<file path="config.mk">
export PLATFORM = sky130hd
export DESIGN_NAME = serial_record_receiver_unit
export DESIGN_NICKNAME = d
export VERILOG_FILES = /design/src/design/srr_pkg.sv /design/src/design/serial_record_receiver_unit.sv
export SDC_FILE = /design/constraint.sdc
export NUM_CORES = 1
export LEC_CHECK = 0
export BUFFER_PORTS_ARGS = -buffer_cell sky130_fd_sc_hd__buf_4
export CAP_MARGIN = 20
export CORE_MARGIN = 2
export CORE_UTILIZATION = 57
export CTS_CLUSTER_DIAMETER = 30
export DETAILED_ROUTE_END_ITERATION = 12
export MAX_ROUTING_LAYER = met4
export PLACE_DENSITY = 0.82
export RECOVER_POWER = 25
export SKIP_LAST_GASP = 1
export SYNTH_ARGS = -nofsm -noshare
export SYNTH_HDL_FRONTEND = slang
export SYNTH_SLANG_ARGS = --single-unit
</file>
<file path="constraint.sdc">
create_clock -name clk -period 7.6 [get_ports clk]
set_input_delay 0.38 -clock clk [delete_from_list [all_inputs] [get_ports clk]]
set_output_delay 0.38 -clock clk [all_outputs]
set_load 0.02 [all_outputs]
</file>
<file path="src/design/srr_pkg.sv">
package srr_pkg;

  localparam int unsigned RecordCap    = 9000;
  localparam int unsigned EscapeBudget = 302;

  localparam int OffsetWidth = 14;
  localparam int ExtWidth    = 10;
  localparam int EscWidth    = 9;

  localparam logic [OffsetWidth-1:0] RECORD_CAP    = OffsetWidth'(RecordCap);
  localparam logic [EscWidth-1:0]    ESCAPE_BUDGET = EscWidth'(EscapeBudget);

  localparam logic [1:0] PH_NORMAL = 2'd0;
  localparam logic [1:0] PH_EXT    = 2'd1;
  localparam logic [1:0] PH_ESC    = 2'd2;
  localparam logic [1:0] PH_CHK    = 2'd3;

  localparam logic [1:0] MODE_ANY_NUL = 2'd0;
  localparam logic [1:0] MODE_ESCAPES = 2'd1;

  localparam logic [7:0] BYTE_NUL       = 8'd0;
  localparam logic [7:0] BYTE_EXTENSION = 8'd20;
  localparam logic [7:0] BYTE_ESCAPE    = 8'd18;

  localparam logic CFG_RECORD_MODE      = 1'b0;
  localparam logic CFG_EXTENSION_LENGTH = 1'b1;

  typedef struct packed {
    logic                   write_valid;
    logic [OffsetWidth-1:0] write_offset;
    logic [7:0]             write_data;
    logic                   record_done;
    logic [OffsetWidth-1:0] record_length;
    logic [7:0]             checksum_value;
    logic                   record_aborted;
  } result_t;

endpackage

</file>
<file path="src/design/serial_record_receiver_unit.sv">
// Serial record receiver.
// Input channel: in_valid/in_ready carry one received byte (rx_byte) per beat.
// Output channel: out_valid/out_ready carry one result beat for every input
// beat: a buffer write (write_valid, write_offset, write_data) and the record
// status (record_done, record_length, checksum_value, record_aborted).
// Configuration: cfg_we writes cfg_data into register cfg_index (0 is
// record_mode, 1 is extension_length); write only while no beat is in flight.
// An input beat passes an input register and a result register before its result beat.
// Throughput is one beat per cycle while the receiver takes every result; the record
// state updates as a byte moves from the input register into the result register.
// When the receiver stalls, the result register holds its beat and the input
// register still takes one more byte; after that in_ready drops until the
// receiver takes the waiting result.
// Reset clears both registers' valid flags, the configuration registers and
// the record state, so the next byte starts a new record at offset 0.
module serial_record_receiver_unit
  import srr_pkg::*;
(
  input  logic                   clk,
  input  logic                   rst,
  input  logic                   cfg_we,
  input  logic                   cfg_index,
  input  logic [ExtWidth-1:0]    cfg_data,
  input  logic                   in_valid,
  output logic                   in_ready,
  input  logic [7:0]             rx_byte,
  output logic                   out_valid,
  input  logic                   out_ready,
  output logic                   write_valid,
  output logic [OffsetWidth-1:0] write_offset,
  output logic [7:0]             write_data,
  output logic                   record_done,
  output logic [OffsetWidth-1:0] record_length,
  output logic [7:0]             checksum_value,
  output logic                   record_aborted
);

  logic [1:0]             record_mode;
  logic [ExtWidth-1:0]    extension_length;

  logic                   in_full;
  logic [7:0]             in_byte;

  logic [1:0]             phase;
  logic [OffsetWidth-1:0] byte_offset;
  logic [ExtWidth-1:0]    extension_remaining;
  logic [EscWidth-1:0]    escape_count;
  logic [OffsetWidth-1:0] final_length;

  logic [1:0]             phase_next;
  logic [OffsetWidth-1:0] byte_offset_next;
  logic [ExtWidth-1:0]    extension_remaining_next;
  logic [EscWidth-1:0]    escape_count_next;
  logic [OffsetWidth-1:0] final_length_next;

  logic                   advance;
  logic [OffsetWidth-1:0] offset_inc;
  logic [ExtWidth-1:0]    remaining_dec;
  logic [EscWidth-1:0]    escape_inc;
  logic                   cap_hit;
  result_t                result_next;
  result_t                result;

  assign advance   = in_full && (!out_valid || out_ready);
  assign in_ready  = !in_full || advance;

  assign offset_inc    = byte_offset + OffsetWidth'(1);
  assign remaining_dec = extension_remaining - ExtWidth'(1);
  assign escape_inc    = escape_count + EscWidth'(1);
  assign cap_hit       = offset_inc >= RECORD_CAP;

  always_comb begin
    phase_next               = phase;
    byte_offset_next         = byte_offset;
    extension_remaining_next = extension_remaining;
    escape_count_next        = escape_count;
    final_length_next        = final_length;
    result_next              = '0;

    if (phase != PH_CHK) begin
      result_next.write_valid  = 1'b1;
      result_next.write_offset = byte_offset;
      result_next.write_data   = in_byte;
    end

    unique case (phase)
      PH_CHK: begin
        result_next.record_done    = 1'b1;
        result_next.record_length  = final_length;
        result_next.checksum_value = in_byte;
        phase_next                 = PH_NORMAL;
        byte_offset_next           = '0;
        extension_remaining_next   = '0;
        escape_count_next          = '0;
        final_length_next          = '0;
      end
      PH_EXT: begin
        byte_offset_next         = offset_inc;
        extension_remaining_next = remaining_dec;
        if (remaining_dec == '0) begin
          phase_next = cap_hit ? PH_CHK : PH_NORMAL;
          if (cap_hit) begin
            final_length_next = offset_inc;
          end
        end
      end
      PH_ESC: begin
        byte_offset_next  = offset_inc;
        escape_count_next = escape_inc;
        if (escape_inc >= ESCAPE_BUDGET) begin
          result_next.record_done    = 1'b1;
          result_next.record_aborted = 1'b1;
          phase_next                 = PH_NORMAL;
          byte_offset_next           = '0;
          extension_remaining_next   = '0;
          escape_count_next          = '0;
          final_length_next          = '0;
        end else begin
          phase_next = cap_hit ? PH_CHK : PH_NORMAL;
          if (cap_hit) begin
            final_length_next = offset_inc;
          end
        end
      end
      default: begin
        priority if (in_byte == BYTE_NUL &&
                     (record_mode == MODE_ANY_NUL || byte_offset > OffsetWidth'(1))) begin
          final_length_next = byte_offset;
          phase_next        = PH_CHK;
        end else if (in_byte == BYTE_EXTENSION && record_mode == MODE_ESCAPES &&
                     extension_length != '0) begin
          byte_offset_next         = offset_inc;
          extension_remaining_next = extension_length;
          phase_next               = PH_EXT;
        end else if (in_byte == BYTE_ESCAPE && record_mode == MODE_ESCAPES) begin
          byte_offset_next = offset_inc;
          phase_next       = PH_ESC;
        end else begin
          byte_offset_next = offset_inc;
          phase_next       = cap_hit ? PH_CHK : PH_NORMAL;
          if (cap_hit) begin
            final_length_next = offset_inc;
          end
        end
      end
    endcase
  end

  always_ff @(posedge clk) begin
    if (rst) begin
      record_mode      <= MODE_ANY_NUL;
      extension_length <= '0;
    end else if (cfg_we) begin
      unique case (cfg_index)
        CFG_RECORD_MODE:      record_mode      <= cfg_data[1:0];
        CFG_EXTENSION_LENGTH: extension_length <= cfg_data;
        default:              record_mode      <= record_mode;
      endcase
    end
  end

  always_ff @(posedge clk) begin
    if (rst) begin
      in_full             <= 1'b0;
      out_valid           <= 1'b0;
      phase               <= PH_NORMAL;
      byte_offset         <= '0;
      extension_remaining <= '0;
      escape_count        <= '0;
      final_length        <= '0;
    end else begin
      if (in_ready) begin
        in_full <= in_valid;
      end
      if (advance) begin
        out_valid           <= 1'b1;
        phase               <= phase_next;
        byte_offset         <= byte_offset_next;
        extension_remaining <= extension_remaining_next;
        escape_count        <= escape_count_next;
        final_length        <= final_length_next;
      end else if (out_ready) begin
        out_valid <= 1'b0;
      end
    end
  end

  always_ff @(posedge clk) begin
    if (in_ready && in_valid) begin
      in_byte <= rx_byte;
    end
    if (advance) begin
      result <= result_next;
    end
  end

  assign write_valid    = result.write_valid;
  assign write_offset   = result.write_offset;
  assign write_data     = result.write_data;
  assign record_done    = result.record_done;
  assign record_length  = result.record_length;
  assign checksum_value = result.checksum_value;
  assign record_aborted = result.record_aborted;

endmodule
</file>
======== After elaboration in Yosys (flattened, before gate mapping) ========
Index checks and enable logic that the tools add are counted.
storage, ports and cells
  bits of input ports ..................... 24
  output and inout bits ................... 49
  word-level logic and storage cells ...... 89
  flip-flop bits (word level) ............. 118
operators by class
  $add $sub $neg .......................... 3
  equality and inequality tests ........... 12
  reductions and logical operators ........ 25
  bitwise operators ....................... 1
  multiplexer cells ....................... 28
  $lt $le $gt $ge ......................... 3
operator list
  kind                                                        number
  2-to-1 mux 14 bit                                           8
  case mux 14 bit (3 select lines)                            2
  2-to-1 mux 10 bit                                           3
  case mux 10 bit (3 select lines)                            1
  2-to-1 mux 23 bit                                           1
  case mux 9 bit (2 select lines)                             1
  equality test 8 x 5 -> 1 bit (second input constant)        2
  adder 14 x 1 -> 14 bit (second input constant)              1
  greater-or-equal comparator 14 bit (second input constant)  1
  > comparator 14 x 1 -> 1 bit (second input constant)        1
  2-to-1 mux 2 bit                                            6
  zero test 10 bit                                            1
  inequality test 5 x 2 -> 1 bit (second input constant)      2
  AND reduction 2 bit                                         5
  nonzero test 10 bit                                         1
  subtractor 10 x 1 -> 10 bit (second input constant)         1
  adder 9 x 1 -> 9 bit (second input constant)                1
  greater-or-equal comparator 9 bit (second input constant)   1
  2-to-1 mux 9 bit                                            1
  zero test 8 bit                                             1
  AND reduction 4 bit                                         2
  logical AND 1 bit                                           6
  inequality test 2 bit (second input constant)               3
  case mux 2 bit (3 select lines)                             1
  other kinds (11)                                            19

======== Logic depth before layout (Yosys ltp) ========
  depth in word-level cells ............... 7
  mapped depth ............................ 10
  mapped depth without buffers ............ 9

======== Least setup slack after synthesis ========
No wires, ideal clock.
  path type ............................... input-to-reg
  start point ............................. input out_ready
  end point ............................... register extension_remaining[3]
  arrival time ............................ 2,644 ps
  data required time ...................... 7,467 ps
  stages .................................. 7
  setup time .............................. 133 ps
  buffers on the path ..................... 0
  path slack .............................. 4,823 ps
  cells stage by stage .................... nand2b_1 > nand2_1 > inv_1 > o41ai_4 > a221o_1 > a211oi_1 > nor3_1
between the ends
  word-level cells in the longest chain between the ends .. 3
ends and longest elaborated chain
  item                           RTL line                            source
  start: declaration             serial_record_receiver_unit.sv:28   input logic out_ready,
  logical OR 1 bit               serial_record_receiver_unit.sv:64   assign advance = in_full && (!out_valid || out_ready);
  logical AND 1 bit              serial_record_receiver_unit.sv:64
  named net advance              serial_record_receiver_unit.sv:56   logic advance;
  AND reduction 4 bit (no line)  n/a
  end signal: assignment         serial_record_receiver_unit.sv:179  extension_remaining <= extension_remaining_next;
  end: declaration               serial_record_receiver_unit.sv:46   logic [ExtWidth-1:0] extension_remaining;
The timed path passes the listed nets, and every way through them passes these cells.
A chain may end at the register's enable or synchronous reset.

==> impl_metrics.py <==
metrics = {
    "global_routing": {
        "grt_overflow": 0,
        "first_global_vias": 5220,
        "antenna_found_initial": 0,
        "groute.usage.overall": 0.279,
        "grt_start_max_net_pins": 57,
        "grt_pass1_wl_um": 26800,
    },
    "floorplanning": {
        "core-area_um2": 11300,
        "die_w_um": 111,
        "num_io_pins": 73,
        "die_y_um": 111,
        "dieArea_um2": 12300,
        "num_rows": 39,
        "initial_core_util": 0.577,
    },
    "sta": {
        "worstMarginPinSlew_ps": 2660,
        "skew_ps": 6.32,
        "rsz0062_at_grt": "false",
        "fin_ws_ps": 3820,
        "period_minus_slack_ps": 3780,
        "slew_headroom": -0.776,
        "min_period_over_period": 0.498,
        "fin_setup_tns_ps": 0,
        "setup_viol": 0,
        "drv_slew": 57,
        "max_freq_mhz": 264,
        "hold_viol_final": 0,
    },
    "detailed_routing": {
        "ant_nets": 0,
        "dr.pass1.iters": 6,
        "wl_per_cell_um": 18.2,
        "avgViaCountPerCell": 6.34,
        "drt-initial-drc-count": 602,
        "drc": 0,
        "num_vias": 5781,
        "finalWirelength_um": 16600,
    },
    "critical_path": {
        "critPathKind": "input port to flop",
        "required_ps": 7890,
        "r2r_cells": 8,
        "cp_max_fo": 56,
        "crit_path_end_kind": "flop",
        "startpoint_type": "input port",
        "critPathArrivalTime_ps": 4070,
    },
    "synthesis": {
        "synth_largest_area_cell": "edfxtp_1",
        "yosysUniqueCellTypes": 89,
        "synth_top_area_share": 0.254,
        "ys_ff_latch": 118,
        "syn_inst": 711,
        "synth_warnings": 0,
        "synthTopCellsByArea": "edfxtp_1 (25%), dfxtp_1 (19%), nand2_1 (4.4%)",
        "ys_seq_area_frac": 0.448,
        "synth-edff-count": 55,
        "syn-num-nets": 746,
        "syn-cell-area_um2": 6510,
        "syn_area_per_cell_um2": 9.15,
        "ys.flop_type": "dfxtp_1",
        "synth-async-reset-ratio": 0,
    },
    "power": {
        "max-vdd-ir-drop_mv": 0.139,
        "combinationalPowerShare": 0.077,
        "p_leak_uw": 0.00261,
        "sw_frac_of_total": 0.238,
        "pwr-share-seq": 0.429,
        "p_int_uw": 1240,
        "p_clk_frac": 0.494,
        "switchingPower_uw": 387,
        "power_density_nw_per_um2": 218,
        "power.total_uw": 1630,
    },
    "clock_tree": {
        "cts_resized": 0,
        "max-clock-path-buffers": 2,
        "cts_tree": "yes",
        "cts_hold_buffers": 0,
        "clk_pin_slew_worst_paths_ps": 50,
        "clkSinkCount": 118,
        "cts_buffers": 17,
        "insertion_delay_ps": 410,
        "cts_root_buffer": "clkbuf_16",
        "postCtsSetupRepairBufs": 0,
        "cts_max_level": 4,
    },
    "worst_hold_path": {
        "hold_path.class": "input port to flop",
        "holdPathStages": 1,
    },
    "layout": {
        "seqCellArea_um2": 2910,
        "syn_to_final_growth_pct": 15.0,
        "multi_input_area_um2": 3220,
        "drive_gt1_frac": 0.138,
        "fin_nets": 791,
        "fillers": 887,
        "stdcell_count": 912,
        "n_antenna_cell": 0,
    },
    "run_status": {
        "violations": "capacitance limit, slew limit",
        "status": "finished, violations left",
    },
    "placement": {
        "pre_cts_slack_ps": 4400,
        "port_buffers": 72,
        "place.gp.congestion": 1.01,
        "dp.cells": 880,
        "hpwl_um": 11400,
    },
    "flow_run": {
        "max_cap_violations": 1,
    },
}
power groups by stage:
stage | Combinational (µW) | Sequential, µW | Clock [µW]
floorplan | 72.2 | 723 | 0
global placement | 125 | 711 | 0
detailed placement | 129 | 712 | 0
CTS | 129 | 699 | 811
global route | 136 | 701 | 841
finish | 125 | 699 | 805
worst paths after layout:
kind | start | end | slack (ps)
setup / recovery | rst | final_length[4] | 3820
hold / removal | rx_byte[1] | in_byte[1] | 170
setup reg to reg | byte_offset[0] | final_length[10] | 4230
hold reg to reg | extension_length[2] | extension_length[2] | 480
layer usage:
layer / GRT usage / vias up / wire length, µm
li1: - / 2737 / -
met1: 0.381 / 2702 / 7170
met2: 0.408 / 304 / 7560
met3: 0.0580 / 38 / 1480
met4: 0.115 / 0 / 366
met5: - / - / 0
area by class of cell:
type                    instances  share of cell area
clock inverters                12              0.0204
clock buffers                  20              0.0583
repair buffers                 75              0.0602
inverters                      36              0.0181
multi-input cells             508               0.430
flip-flops and latches        118               0.389
well taps                     143              0.0239
kinds of logic after synthesis:
group                    count (synthesis)  synth area share
AO/OA/AOI/OAI                          192             0.220
XOR/XNOR                                11            0.0160
adder cells (fa/ha/maj)                 11            0.0211
buffers and inverters                   85            0.0581
flip-flops                             118             0.448
multiplexers                             5           0.00827
AND/OR/NAND/NOR                        289             0.229
layout by cell type, fill, tap and decap left out, types with 17 or more instances in the layout:
cell type	instances
buf_4	37
a21oi_1	51
nand2_1	76
clkbuf_16	17
nand3_1	26
edfxtp_1	55
clkbuf_1	33
o21ai_0	20
inv_1	34
dfxtp_1	63
nor2_1	71
worst max-delay path, stage by stage:
cell and delay (ps):
clkbuf_1 1860, inv_1 890, and3_2 510, a41oi_1 280, o32ai_1 140
per-stage QoR:
step | cell area, µm² | util | hold WS [ps]
2_1_floorplan | 6510 | - | 438
3_3_place_gp | 7010 | 0.622 | 469
3_5_place_dp | 7010 | 0.622 | 471
4_1_cts | 7600 | 0.674 | 135
5_1_grt | 7480 | 0.664 | 154
6_report | 7480 | 0.664 | 167
Yosys cell counts (3+ instances only):
cell type,number
a211oi_1,11
a21boi_1,3
a21oi_1,51
a221oi_2,3
a22oi_1,3
a2bb2oi_1,5
a311oi_1,6
a31oi_1,5
a32oi_1,3
a41oi_1,4
and2_1,16
and3_1,5
and3b_1,3
buf_2,14
buf_4,5
buf_6,3
clkbuf_1,26
dfxtp_1,63
edfxtp_1,55
ha_1,11
inv_1,35
mux2i_1,4
nand2_1,76
nand2b_1,7
nand3_1,26
nand3_2,3
nand3b_1,3
nand4_1,11
nor2_1,71
nor2b_1,14
nor3_1,15
nor4_1,9
o211ai_1,9
o21a_1,3
o21ai_0,20
o21ai_1,7
o22ai_1,5
o31ai_1,5
o32ai_1,15
or3_1,11
or4_1,3
xnor2_1,5
xor2_1,5
state kept, by name (all words and copies together), names as in the netlist:
| register | count |
|---|---|
| record_mode | 2 |
| record_aborted | 1 |
| phase | 2 |
| byte_offset | 14 |
| record_length | 14 |
| write_valid | 1 |
| in_byte | 8 |
| escape_count | 9 |
| checksum_value | 8 |
| in_full | 1 |
| write_offset | 14 |
| extension_remaining | 10 |
| final_length | 14 |
| record_done | 1 |
| out_valid | 1 |
| extension_length | 10 |
| write_data | 8 |
Note: power is estimated with default switching activity, not from simulation.
